## src/hw/rtl/vcl_pkg.sv

```systemverilog
`timescale 1ns / 1ps
package vcl_pkg;

    localparam int LIM_W    = 15;
    localparam int TMO_W    = 16;
    localparam int INV_W    = 3;
    localparam int CFG_W    = 16;
    localparam int IDX_W    = 3;

    localparam int PROD_W   = 2 * LIM_W;
    localparam int ACC_W    = 2 * PROD_W + 1;
    localparam int SQ_W     = ACC_W + 1;
    localparam int ROOT_W   = SQ_W / 2;
    localparam int REM_W    = ROOT_W + 3;
    localparam int DREM_W   = ROOT_W;
    localparam int NUM_W    = LIM_W + PROD_W;
    localparam int CNT_W    = 6;

    localparam int MUL1_STEPS = LIM_W;
    localparam int MUL2_STEPS = PROD_W;
    localparam int SQRT_STEPS = ROOT_W;
    localparam int MUL3_STEPS = LIM_W;
    localparam int DIV_STEPS  = NUM_W;

    typedef enum logic [IDX_W-1:0] {
        REG_LIMIT_VX       = 3'd0,
        REG_LIMIT_VY       = 3'd1,
        REG_LIMIT_WZ       = 3'd2,
        REG_TIMEOUT_TICKS  = 3'd3,
        REG_ELLIPSE_ENABLE = 3'd4,
        REG_INVERT_MASK    = 3'd5
    } cfg_index_t;

    typedef enum logic [3:0] {
        C_IDLE,
        C_MUL1,
        C_MUL2,
        C_SUM,
        C_CMP,
        C_SQRT,
        C_MUL3,
        C_DIV,
        C_DONE
    } cap_state_t;

    typedef enum logic [1:0] {
        S_IDLE,
        S_EVAL,
        S_CAP,
        S_FINISH
    } top_state_t;

    typedef struct packed {
        logic done;
        logic capped;
    } cap_status_t;

endpackage

```

## src/hw/rtl/vcl_cap_unit.sv

```systemverilog
`timescale 1ns / 1ps
module vcl_cap_unit
(
    input  logic                     clk,
    input  logic                     rst_n,
    input  logic                     start,
    input  logic [vcl_pkg::LIM_W-1:0] ax,
    input  logic [vcl_pkg::LIM_W-1:0] ay,
    input  logic [vcl_pkg::LIM_W-1:0] lx,
    input  logic [vcl_pkg::LIM_W-1:0] ly,
    output vcl_pkg::cap_status_t      status,
    output logic [vcl_pkg::LIM_W-1:0] rx,
    output logic [vcl_pkg::LIM_W-1:0] ry
);

    localparam int AW = vcl_pkg::ACC_W;
    localparam int PW = vcl_pkg::PROD_W;
    localparam int LW = vcl_pkg::LIM_W;
    localparam int RW = vcl_pkg::ROOT_W;
    localparam int MW = vcl_pkg::REM_W;
    localparam int DW = vcl_pkg::DREM_W;
    localparam int CW = vcl_pkg::CNT_W;

    vcl_pkg::cap_state_t state_reg, state_next;
    logic [CW-1:0] cnt_reg, cnt_next;
    logic          last;

    logic [AW-1:0] acc_reg  [3];
    logic [AW-1:0] cand_reg [3];
    logic [PW-1:0] mplr_reg [3];
    logic [AW-1:0] prod     [3];
    logic [PW-1:0] pl_reg;
    logic [vcl_pkg::SQ_W-1:0] s_reg;
    logic [MW-1:0] rem_reg;
    logic [MW-1:0] rem_sh;
    logic [MW-1:0] trial;
    logic [RW-1:0] root_reg;
    logic [DW-1:0] drem_reg [2];
    logic [DW:0]   dtrial   [2];
    logic [LW-1:0] quot_reg [2];
    logic          capped_reg;
    logic [LW-1:0] ax_hold;
    logic [LW-1:0] ay_hold;

    always_comb
    begin
        case (state_reg)
            vcl_pkg::C_MUL1: last = (cnt_reg == CW'(vcl_pkg::MUL1_STEPS - 1));
            vcl_pkg::C_MUL2: last = (cnt_reg == CW'(vcl_pkg::MUL2_STEPS - 1));
            vcl_pkg::C_SQRT: last = (cnt_reg == CW'(vcl_pkg::SQRT_STEPS - 1));
            vcl_pkg::C_MUL3: last = (cnt_reg == CW'(vcl_pkg::MUL3_STEPS - 1));
            vcl_pkg::C_DIV:  last = (cnt_reg == CW'(vcl_pkg::DIV_STEPS - 1));
            default:         last = 1'b0;
        endcase
    end

    always_comb
    begin
        state_next = state_reg;
        case (state_reg)
            vcl_pkg::C_IDLE: if (start) state_next = vcl_pkg::C_MUL1;
            vcl_pkg::C_MUL1: if (last) state_next = vcl_pkg::C_MUL2;
            vcl_pkg::C_MUL2: if (last) state_next = vcl_pkg::C_SUM;
            vcl_pkg::C_SUM:  state_next = vcl_pkg::C_CMP;
            vcl_pkg::C_CMP:
            begin
                if (s_reg > {1'b0, acc_reg[2]})
                    state_next = vcl_pkg::C_SQRT;
                else
                    state_next = vcl_pkg::C_DONE;
            end
            vcl_pkg::C_SQRT: if (last) state_next = vcl_pkg::C_MUL3;
            vcl_pkg::C_MUL3: if (last) state_next = vcl_pkg::C_DIV;
            vcl_pkg::C_DIV:  if (last) state_next = vcl_pkg::C_DONE;
            vcl_pkg::C_DONE: state_next = vcl_pkg::C_IDLE;
            default:         state_next = vcl_pkg::C_IDLE;
        endcase
    end

    always_comb
    begin
        status.done   = (state_reg == vcl_pkg::C_DONE);
        status.capped = capped_reg;
        case (state_reg)
            vcl_pkg::C_MUL1, vcl_pkg::C_MUL2, vcl_pkg::C_SQRT,
            vcl_pkg::C_MUL3, vcl_pkg::C_DIV:
                cnt_next = last ? '0 : cnt_reg + CW'(1);
            default:
                cnt_next = '0;
        endcase
    end

    always_ff @(posedge clk or negedge rst_n)
    begin
        if (!rst_n)
        begin
            state_reg <= vcl_pkg::C_IDLE;
            cnt_reg   <= '0;
        end
        else
        begin
            state_reg <= state_next;
            cnt_reg   <= cnt_next;
        end
    end

    always_comb
    begin
        for (int k = 0; k < 3; k++)
            prod[k] = acc_reg[k] + (mplr_reg[k][0] ? cand_reg[k] : '0);
        rem_sh = {rem_reg[MW-3:0], s_reg[vcl_pkg::SQ_W-1 -: 2]};
        trial  = MW'({root_reg, 2'b01});
        for (int k = 0; k < 2; k++)
            dtrial[k] = {drem_reg[k], acc_reg[k][AW-1]};
    end

    // shift-add multiply, two-bit restoring root, one-bit restoring divide
    always_ff @(posedge clk)
    begin
        case (state_reg)
            vcl_pkg::C_IDLE:
            begin
                if (start)
                begin
                    cand_reg[0] <= AW'(ly);
                    cand_reg[1] <= AW'(lx);
                    cand_reg[2] <= AW'(ly);
                    mplr_reg[0] <= PW'(ax);
                    mplr_reg[1] <= PW'(ay);
                    mplr_reg[2] <= PW'(lx);
                    for (int k = 0; k < 3; k++)
                        acc_reg[k] <= '0;
                end
            end
            vcl_pkg::C_MUL1:
            begin
                for (int k = 0; k < 3; k++)
                begin
                    if (last)
                    begin
                        cand_reg[k] <= prod[k];
                        mplr_reg[k] <= prod[k][PW-1:0];
                        acc_reg[k]  <= '0;
                    end
                    else
                    begin
                        acc_reg[k]  <= prod[k];
                        cand_reg[k] <= cand_reg[k] << 1;
                        mplr_reg[k] <= mplr_reg[k] >> 1;
                    end
                end
                if (last)
                    pl_reg <= prod[2][PW-1:0];
            end
            vcl_pkg::C_MUL2:
            begin
                for (int k = 0; k < 3; k++)
                begin
                    acc_reg[k]  <= prod[k];
                    cand_reg[k] <= cand_reg[k] << 1;
                    mplr_reg[k] <= mplr_reg[k] >> 1;
                end
            end
            vcl_pkg::C_SUM:
            begin
                s_reg <= {1'b0, acc_reg[0] + acc_reg[1]};
            end
            vcl_pkg::C_CMP:
            begin
                capped_reg  <= (s_reg > {1'b0, acc_reg[2]});
                rem_reg     <= '0;
                root_reg    <= '0;
                acc_reg[0]  <= '0;
                acc_reg[1]  <= '0;
                cand_reg[0] <= AW'(pl_reg);
                cand_reg[1] <= AW'(pl_reg);
                mplr_reg[0] <= PW'(ax_hold);
                mplr_reg[1] <= PW'(ay_hold);
                mplr_reg[2] <= '0;
            end
            vcl_pkg::C_SQRT:
            begin
                s_reg <= s_reg << 2;
                if (rem_sh >= trial)
                begin
                    rem_reg  <= rem_sh - trial;
                    root_reg <= {root_reg[RW-2:0], 1'b1};
                end
                else
                begin
                    rem_reg  <= rem_sh;
                    root_reg <= {root_reg[RW-2:0], 1'b0};
                end
            end
            vcl_pkg::C_MUL3:
            begin
                for (int k = 0; k < 2; k++)
                begin
                    if (last)
                    begin
                        acc_reg[k]  <= prod[k] << (AW - vcl_pkg::NUM_W);
                        drem_reg[k] <= '0;
                        quot_reg[k] <= '0;
                    end
                    else
                    begin
                        acc_reg[k]  <= prod[k];
                        cand_reg[k] <= cand_reg[k] << 1;
                        mplr_reg[k] <= mplr_reg[k] >> 1;
                    end
                end
            end
            vcl_pkg::C_DIV:
            begin
                for (int k = 0; k < 2; k++)
                begin
                    acc_reg[k] <= acc_reg[k] << 1;
                    if (dtrial[k] >= {1'b0, root_reg})
                    begin
                        drem_reg[k] <= DW'(dtrial[k] - {1'b0, root_reg});
                        quot_reg[k] <= {quot_reg[k][LW-2:0], 1'b1};
                    end
                    else
                    begin
                        drem_reg[k] <= dtrial[k][DW-1:0];
                        quot_reg[k] <= {quot_reg[k][LW-2:0], 1'b0};
                    end
                end
            end
            default:
            begin
            end
        endcase
    end

    always_ff @(posedge clk)
    begin
        if (state_reg == vcl_pkg::C_IDLE && start)
        begin
            ax_hold <= ax;
            ay_hold <= ay;
        end
    end

    assign rx = quot_reg[0];
    assign ry = quot_reg[1];

endmodule

```

## src/hw/rtl/velocity_command_limiter_top.sv

```systemverilog
`timescale 1ns / 1ps
// Velocity command limiter with staleness watchdog and elliptical cap.
// Input stream s_axis: tuser = func (0 command, 1 tick), tdata = vx, vy, wz.
// A command request is stored and produces no output; a tick request
// produces one drive command on m_axis (tdata = vx, vy, wz; tuser = active).
// Config: cfg_we/cfg_index/cfg_data write one register per clock; the user
// must write only while the block is idle, the block does not enforce it.
// A tick goes straight to the output register when the cap is off or
// inactive, through the squares and a compare when the cap is on and
// not exceeded, and on through scaling when the cap scales: bit-serial
// multiplies (15 + 30 + 15), a 31-step square root and a 45-step divide
// in vcl_cap_unit.
// One request is worked on at a time; s_axis_tready is low while busy.
// A finished result waits in the output register while m_axis_tready is
// low; new commands are still taken meanwhile, a following tick waits.
// Reset: registers take their defaults, no command held, age zero, the
// output stream empty.
module velocity_command_limiter_top
#(
    parameter int VEL_WIDTH = 16,
    parameter int AGE_WIDTH = 16
)
(
    input  logic                              clk,
    input  logic                              rst_n,
    input  logic                              s_axis_tvalid,
    output logic                              s_axis_tready,
    // in_vx, in_vy, in_wz, zero pad
    input  logic [((3*VEL_WIDTH+7)/8)*8-1:0]  s_axis_tdata,
    // func
    input  logic                              s_axis_tuser,
    output logic                              m_axis_tvalid,
    input  logic                              m_axis_tready,
    // out_vx, out_vy, out_wz, zero pad
    output logic [((3*VEL_WIDTH+7)/8)*8-1:0]  m_axis_tdata,
    // active
    output logic                              m_axis_tuser,
    input  logic                              cfg_we,
    input  logic [vcl_pkg::IDX_W-1:0]         cfg_index,
    input  logic [vcl_pkg::CFG_W-1:0]         cfg_data
);

    localparam int VW   = VEL_WIDTH;
    localparam int TDW  = ((3*VEL_WIDTH+7)/8)*8;
    localparam int LW   = vcl_pkg::LIM_W;
    localparam int CMPW = (VW + 1 > LW) ? VW + 1 : LW;
    localparam int EXTW = (VW > LW + 1) ? VW : LW + 1;
    localparam int AGW  = (AGE_WIDTH > vcl_pkg::TMO_W) ? AGE_WIDTH : vcl_pkg::TMO_W;

    logic [LW-1:0]                 limit_reg [3];
    logic [vcl_pkg::TMO_W-1:0]     timeout_reg;
    logic                          ellipse_reg;
    logic [vcl_pkg::INV_W-1:0]     invert_reg;

    logic [VW-1:0]        held_reg [3];
    logic [AGE_WIDTH-1:0] age_reg;
    logic                 has_cmd_reg;

    vcl_pkg::top_state_t state_reg, state_next;
    logic                act_reg;
    logic [LW-1:0]       mag_reg [3];
    logic                sgn_reg [3];
    logic                out_valid_reg;
    logic [TDW-1:0]      out_data_reg;
    logic                out_active_reg;

    logic          s_acc;
    logic          m_acc;
    logic          load_out;
    logic          cap_start;
    logic [LW-1:0] mag_c [3];
    logic          sgn_c [3];
    logic [CMPW-1:0] ext_c [3];
    logic [CMPW-1:0] abs_c [3];
    logic [EXTW-1:0] val_c [3];
    logic [LW-1:0] lx_floor;
    logic [LW-1:0] ly_floor;
    logic          act_c;

    vcl_pkg::cap_status_t cap_status;
    logic [LW-1:0]        cap_rx;
    logic [LW-1:0]        cap_ry;

    assign s_acc = s_axis_tvalid && s_axis_tready;
    assign m_acc = m_axis_tvalid && m_axis_tready;
    assign act_c = has_cmd_reg && (AGW'(age_reg) <= AGW'(timeout_reg));
    assign lx_floor = (limit_reg[0] == '0) ? LW'(1) : limit_reg[0];
    assign ly_floor = (limit_reg[1] == '0) ? LW'(1) : limit_reg[1];

    always_comb
    begin
        for (int i = 0; i < 3; i++)
        begin
            ext_c[i] = {{(CMPW-VW){held_reg[i][VW-1]}}, held_reg[i]};
            abs_c[i] = held_reg[i][VW-1] ? (~ext_c[i] + CMPW'(1)) : ext_c[i];
            mag_c[i] = (abs_c[i] > CMPW'(limit_reg[i])) ? limit_reg[i] : abs_c[i][LW-1:0];
            sgn_c[i] = held_reg[i][VW-1] ^ invert_reg[i];
            val_c[i] = sgn_reg[i] ? (~EXTW'(mag_reg[i]) + EXTW'(1)) : EXTW'(mag_reg[i]);
        end
    end

    always_comb
    begin
        state_next = state_reg;
        case (state_reg)
            vcl_pkg::S_IDLE:
                if (s_acc && s_axis_tuser) state_next = vcl_pkg::S_EVAL;
            vcl_pkg::S_EVAL:
                state_next = (act_reg && ellipse_reg) ? vcl_pkg::S_CAP : vcl_pkg::S_FINISH;
            vcl_pkg::S_CAP:
                if (cap_status.done) state_next = vcl_pkg::S_FINISH;
            vcl_pkg::S_FINISH:
                if (!out_valid_reg || m_axis_tready) state_next = vcl_pkg::S_IDLE;
            default:
                state_next = vcl_pkg::S_IDLE;
        endcase
    end

    always_comb
    begin
        s_axis_tready = (state_reg == vcl_pkg::S_IDLE);
        cap_start     = (state_reg == vcl_pkg::S_EVAL) && act_reg && ellipse_reg;
        load_out      = (state_reg == vcl_pkg::S_FINISH) && (!out_valid_reg || m_axis_tready);
    end

    always_ff @(posedge clk or negedge rst_n)
    begin
        if (!rst_n)
        begin
            state_reg     <= vcl_pkg::S_IDLE;
            limit_reg[0]  <= LW'(3277);
            limit_reg[1]  <= LW'(2048);
            limit_reg[2]  <= LW'(6144);
            timeout_reg   <= vcl_pkg::TMO_W'(15);
            ellipse_reg   <= 1'b1;
            invert_reg    <= '0;
            age_reg       <= '0;
            has_cmd_reg   <= 1'b0;
            out_valid_reg <= 1'b0;
            for (int i = 0; i < 3; i++)
                held_reg[i] <= '0;
        end
        else
        begin
            state_reg <= state_next;
            if (cfg_we)
            begin
                case (vcl_pkg::cfg_index_t'(cfg_index))
                    vcl_pkg::REG_LIMIT_VX:       limit_reg[0] <= cfg_data[LW-1:0];
                    vcl_pkg::REG_LIMIT_VY:       limit_reg[1] <= cfg_data[LW-1:0];
                    vcl_pkg::REG_LIMIT_WZ:       limit_reg[2] <= cfg_data[LW-1:0];
                    vcl_pkg::REG_TIMEOUT_TICKS:  timeout_reg  <= cfg_data[vcl_pkg::TMO_W-1:0];
                    vcl_pkg::REG_ELLIPSE_ENABLE: ellipse_reg  <= cfg_data[0];
                    vcl_pkg::REG_INVERT_MASK:    invert_reg   <= cfg_data[vcl_pkg::INV_W-1:0];
                    default:
                    begin
                    end
                endcase
            end
            if (s_acc)
            begin
                if (!s_axis_tuser)
                begin
                    held_reg[0] <= s_axis_tdata[VW-1:0];
                    held_reg[1] <= s_axis_tdata[2*VW-1:VW];
                    held_reg[2] <= s_axis_tdata[3*VW-1:2*VW];
                    age_reg     <= '0;
                    has_cmd_reg <= 1'b1;
                end
                else if (age_reg != '1)
                begin
                    age_reg <= age_reg + AGE_WIDTH'(1);
                end
            end
            if (load_out)
                out_valid_reg <= 1'b1;
            else if (m_acc)
                out_valid_reg <= 1'b0;
        end
    end

    always_ff @(posedge clk)
    begin
        if (s_acc && s_axis_tuser)
            act_reg <= act_c;
        if (state_reg == vcl_pkg::S_EVAL)
        begin
            for (int i = 0; i < 3; i++)
            begin
                mag_reg[i] <= act_reg ? mag_c[i] : '0;
                sgn_reg[i] <= sgn_c[i];
            end
        end
        if (state_reg == vcl_pkg::S_CAP && cap_status.done && cap_status.capped)
        begin
            mag_reg[0] <= cap_rx;
            mag_reg[1] <= cap_ry;
        end
        if (load_out)
        begin
            out_data_reg   <= TDW'({val_c[2][VW-1:0], val_c[1][VW-1:0], val_c[0][VW-1:0]});
            out_active_reg <= act_reg;
        end
    end

    vcl_cap_unit u_cap
    (
        .clk    (clk),
        .rst_n  (rst_n),
        .start  (cap_start),
        .ax     (mag_c[0]),
        .ay     (mag_c[1]),
        .lx     (lx_floor),
        .ly     (ly_floor),
        .status (cap_status),
        .rx     (cap_rx),
        .ry     (cap_ry)
    );

    assign m_axis_tvalid = out_valid_reg;
    assign m_axis_tdata  = out_data_reg;
    assign m_axis_tuser  = out_active_reg;

`ifndef SYNTHESIS
    a_idle_zero: assert property (@(posedge clk) disable iff (!rst_n)
        (m_axis_tvalid && !m_axis_tuser) |-> (m_axis_tdata == '0))
        else $error("inactive drive command is not zero");
    a_tick_busy: assert property (@(posedge clk) disable iff (!rst_n)
        (s_acc && s_axis_tuser) |=> !s_axis_tready)
        else $error("tick accepted while previous tick in work");
    a_cap_done: assert property (@(posedge clk) disable iff (!rst_n)
        cap_status.done |-> (state_reg == vcl_pkg::S_CAP))
        else $error("cap unit finished outside of cap wait");
`endif

endmodule
```

## config.mk

```make
export PLATFORM = sky130hd
export DESIGN_NAME = velocity_command_limiter_top
export DESIGN_NICKNAME = d
export VERILOG_FILES = /design/src/hw/rtl/vcl_pkg.sv /design/src/hw/rtl/vcl_cap_unit.sv /design/src/hw/rtl/velocity_command_limiter_top.sv
export SDC_FILE = /design/constraint.sdc
export NUM_CORES = 2
export LEC_CHECK = 0
export ABC_AREA = 1
export BUFFER_PORTS_ARGS = -buffer_cell sky130_fd_sc_hd__buf_2
export CORE_ASPECT_RATIO = 0.9
export CORE_UTILIZATION = 43
export DETAILED_ROUTE_END_ITERATION = 12
export PLACE_DENSITY = 0.66
export SLEW_MARGIN = 0
export SYNTH_ARGS = -nofsm -noshare
export SYNTH_HDL_FRONTEND = slang
export SYNTH_SLANG_ARGS = --single-unit
```

## constraint.sdc

```tcl
create_clock -name clk -period 17 [get_ports clk]
set_clock_uncertainty 0.05 [all_clocks]
set_input_delay 1.7 -clock clk [delete_from_list [all_inputs] [get_ports clk]]
set_output_delay 1.7 -clock clk [all_outputs]
set_load 0.01 [all_outputs]
```

==> flow_summary.toml <==
[critical_path]
critPathBufInv = 5
crit_path_max_incr_delay_ps = 860
crit_type = "flop to flop"
worstPathRequired_ps = 17300
path_delay_family = "simple AND/OR/NAND/NOR gates"
endpoint_kind = "flop"
cp_slowest_cell = "buf_4"
path_cells = "inv_1 > nand2_1 > nor2_4 > buf_4 > nor2_2 > nand3_1 > nand2_1 > nand4_4 > nand2_1 > nand2_4 > inv_1 > buf_4 > nand2_4 > buf_4"
setup.worst_path.start_class = "flop"
critical_path.max_fanout = 71
critPathArrivalTime_ps = 5800

[drt]
vias = 73600
wl_per_cell_um = 22.6
drt_iter0_drc = 8975
wirelength_um = 292000
postRouteAntennaNets = 0
vias_per_cell = 5.69
dr.pass1.iters = 8
drc_errors = 0

[cts]
cts_root_buf = "clkbuf_16"
hold_buffers = 0
cts-resized-gates = 0
cts.clk_slew.worst_paths_ps = 60
cts_tree = "yes"
h-tree-depth = 3
clk_latency_ps = 820
clock-sinks = 975
cts_buffers = 109
cts_setup_buffers = 0
clk_path_buf_depth = 3

[timing]
fin_crit_ps = 5500
fmax_mhz = 182
setup_viol_count_final = 0
period_share = 0.323
tightest_slew_ps = 1250
max_slew_margin = 0.166
finalSetupTns_ps = 0
finalHoldViolations = 0
drv_slew = 0
rsz0062_at_grt = "no"

[grt]
grt_start_max_net_pins = 111
grt_util_all_layers = 0.325
grt_overflow_total = 0
grt_pass1_vias = 67900
grt_pass1_wl_um = 433000
antenna_found_initial = 3

[place]
dp_cells = 12700
gp_congestion = 1.05
io_buffers = 123
post-dp-hpwl_um = 232000

[cells_and_area]
drive_gt1_frac = 0.0413
nets = 11100
mostFrequentLayoutCells = "nand2_1 (3343), inv_1 (1415), nor2_1 (1085)"
syn2layout_area_growth_pct = 8.89
final_util = 0.473
fin_cells = 12900
mostFrequentLayoutCell = "nand2_1"

[job]
drv_cap = 0

[synthesis]
synthDistinctLibCells = 47
synth_top_area_cell = "edfxtp_1"
synth_area_per_cell_um2 = 7.06
netlist_instances = 10600
synth_area_leaders = "edfxtp_1 (33%), nand2_1 (17%), ha_1 (7.9%)"
async_reset_ff_frac = 0.147
ys_warn_count = 0
yosysTopAreaCellShare = 0.333
synth_area_um2 = 74600
synth_seq_cells = 975
ys_seq_area_frac = 0.382
synth_edf_count = 827
synth.net_count = 11100
ys.flop_type = "edfxtp_1"

[die]
dieHeight_um = 397
pin_count = 124
rows = 144
die-area_um2 = 175000
coreArea_um2 = 172000
die_x_um = 441
initial_utilization = 0.435

[run_status]
outcome = "complete, no violations"

[power]
power_mw = 5.47
ir_drop_mv = 0.0847
power_density_nw_per_um2 = 67.3
p_leak_nw = 36.4

[hold_path]
hold_path_class = "flop to flop"
==> cell usage after synthesis, drive strengths merged, types with 15 or more instances <==
master,n
nand2,3356
inv,1422
nor2,1099
edfxtp,827
nand3,728
o21ai,724
a21oi,595
ha,469
clkbuf,204
xor2,188
nand4,138
dfrtp,128
nor3,99
xnor2,83
buf,80
a22oi,56
o211ai,44
o21bai,40
a21boi,35
nor4,31
nand3b,28
or2,26
a31oi,24
a21o,23
o22ai,23
and2,18
o21a,16
a22o,15
dfstp,15
==> worst register-to-register path, cell delays in order, from the launching register on <==
cell	delay, ps
dfrtp_1	380
inv_1	90
nand2_1	250
nor2_4	150
buf_4	650
nor2_2	190
nand3_1	130
nand2_1	130
nand4_4	320
nand2_1	200
nand2_4	460
inv_1	110
buf_4	290
nand2_4	620
buf_4	900
==> cell families (layout without fill, tap and decap cells) <==
logic type,Yosys count,in the layout,share of synthesized area
AOI/OAI and AO/OA,1612,1612,0.117
other,0,1,0
and+or+nand+nor,5526,5526,0.301
xor gates and xnor gates,271,271,0.0318
buffers and inverters,1709,1806,0.0871
DFF,975,975,0.382
adders and majority gates,475,475,0.0802
==> routing by layer <==
metal | vias up | part of all wire | GRT usage
li1 | 34700 | - | -
met1 | 34900 | 0.44 | 0.467
met2 | 3505 | 0.43 | 0.489
met3 | 485 | 0.095 | 0.0630
met4 | 4 | 0.036 | 0.105
met5 | - | 0.00012 | 0
==> per-stage QoR <==
step | area, um2 | hold slack (ps) | setup slack (ps)
3_3_place_gp | 77500 | 386 | 11720
4_1_cts | 81300 | 407 | 11600
6_report | 81300 | 409 | 11500
2_1_floorplan | 74600 | 372 | 9570
3_5_place_dp | 77500 | 392 | 11710
5_1_grt | 81300 | 419 | 11210
==> power breakdown <==
group          total, mW  internal, mW  switching [mW]
registers           2.66          2.61          0.0465
clock network       2.52          1.40            1.12
logic              0.288        0.0887           0.199
==> cell type report <==
cell class	instances	area [um2]
inverters	1425	5360
clock inverters	76	813
well taps	2263	2830
clock buffers	132	3000
multi-input cells	7884	39800
fillers	17400	90400
flip-flops and latches	975	28500
repair buffers	173	997
diodes	1	2.50
==> path summary, 6_finish.rpt <==
check	startpoint	endpoint	cells after the start	slack (ps)
hold reg to reg	has_cmd_reg$_DFFE_PN0P_	has_cmd_reg$_DFFE_PN0P_	2	410
max in group asynchronous	rst_n	age_reg[15]$_DFFE_PN0P_	2	14690
min in group asynchronous	rst_n	ext_c[20]$_DFFE_PN0P_	1	930
hold / removal	has_cmd_reg$_DFFE_PN0P_	has_cmd_reg$_DFFE_PN0P_	2	410
setup / recovery	u_cap.state_reg[3]$_DFFE_PN0P_	u_cap.cand_reg[0][91]$_DFFE_PP_	14	11500
setup reg to reg	u_cap.state_reg[3]$_DFFE_PN0P_	u_cap.cand_reg[0][91]$_DFFE_PP_	14	11500
No activity file was read; power rests on OpenSTA's default activity.
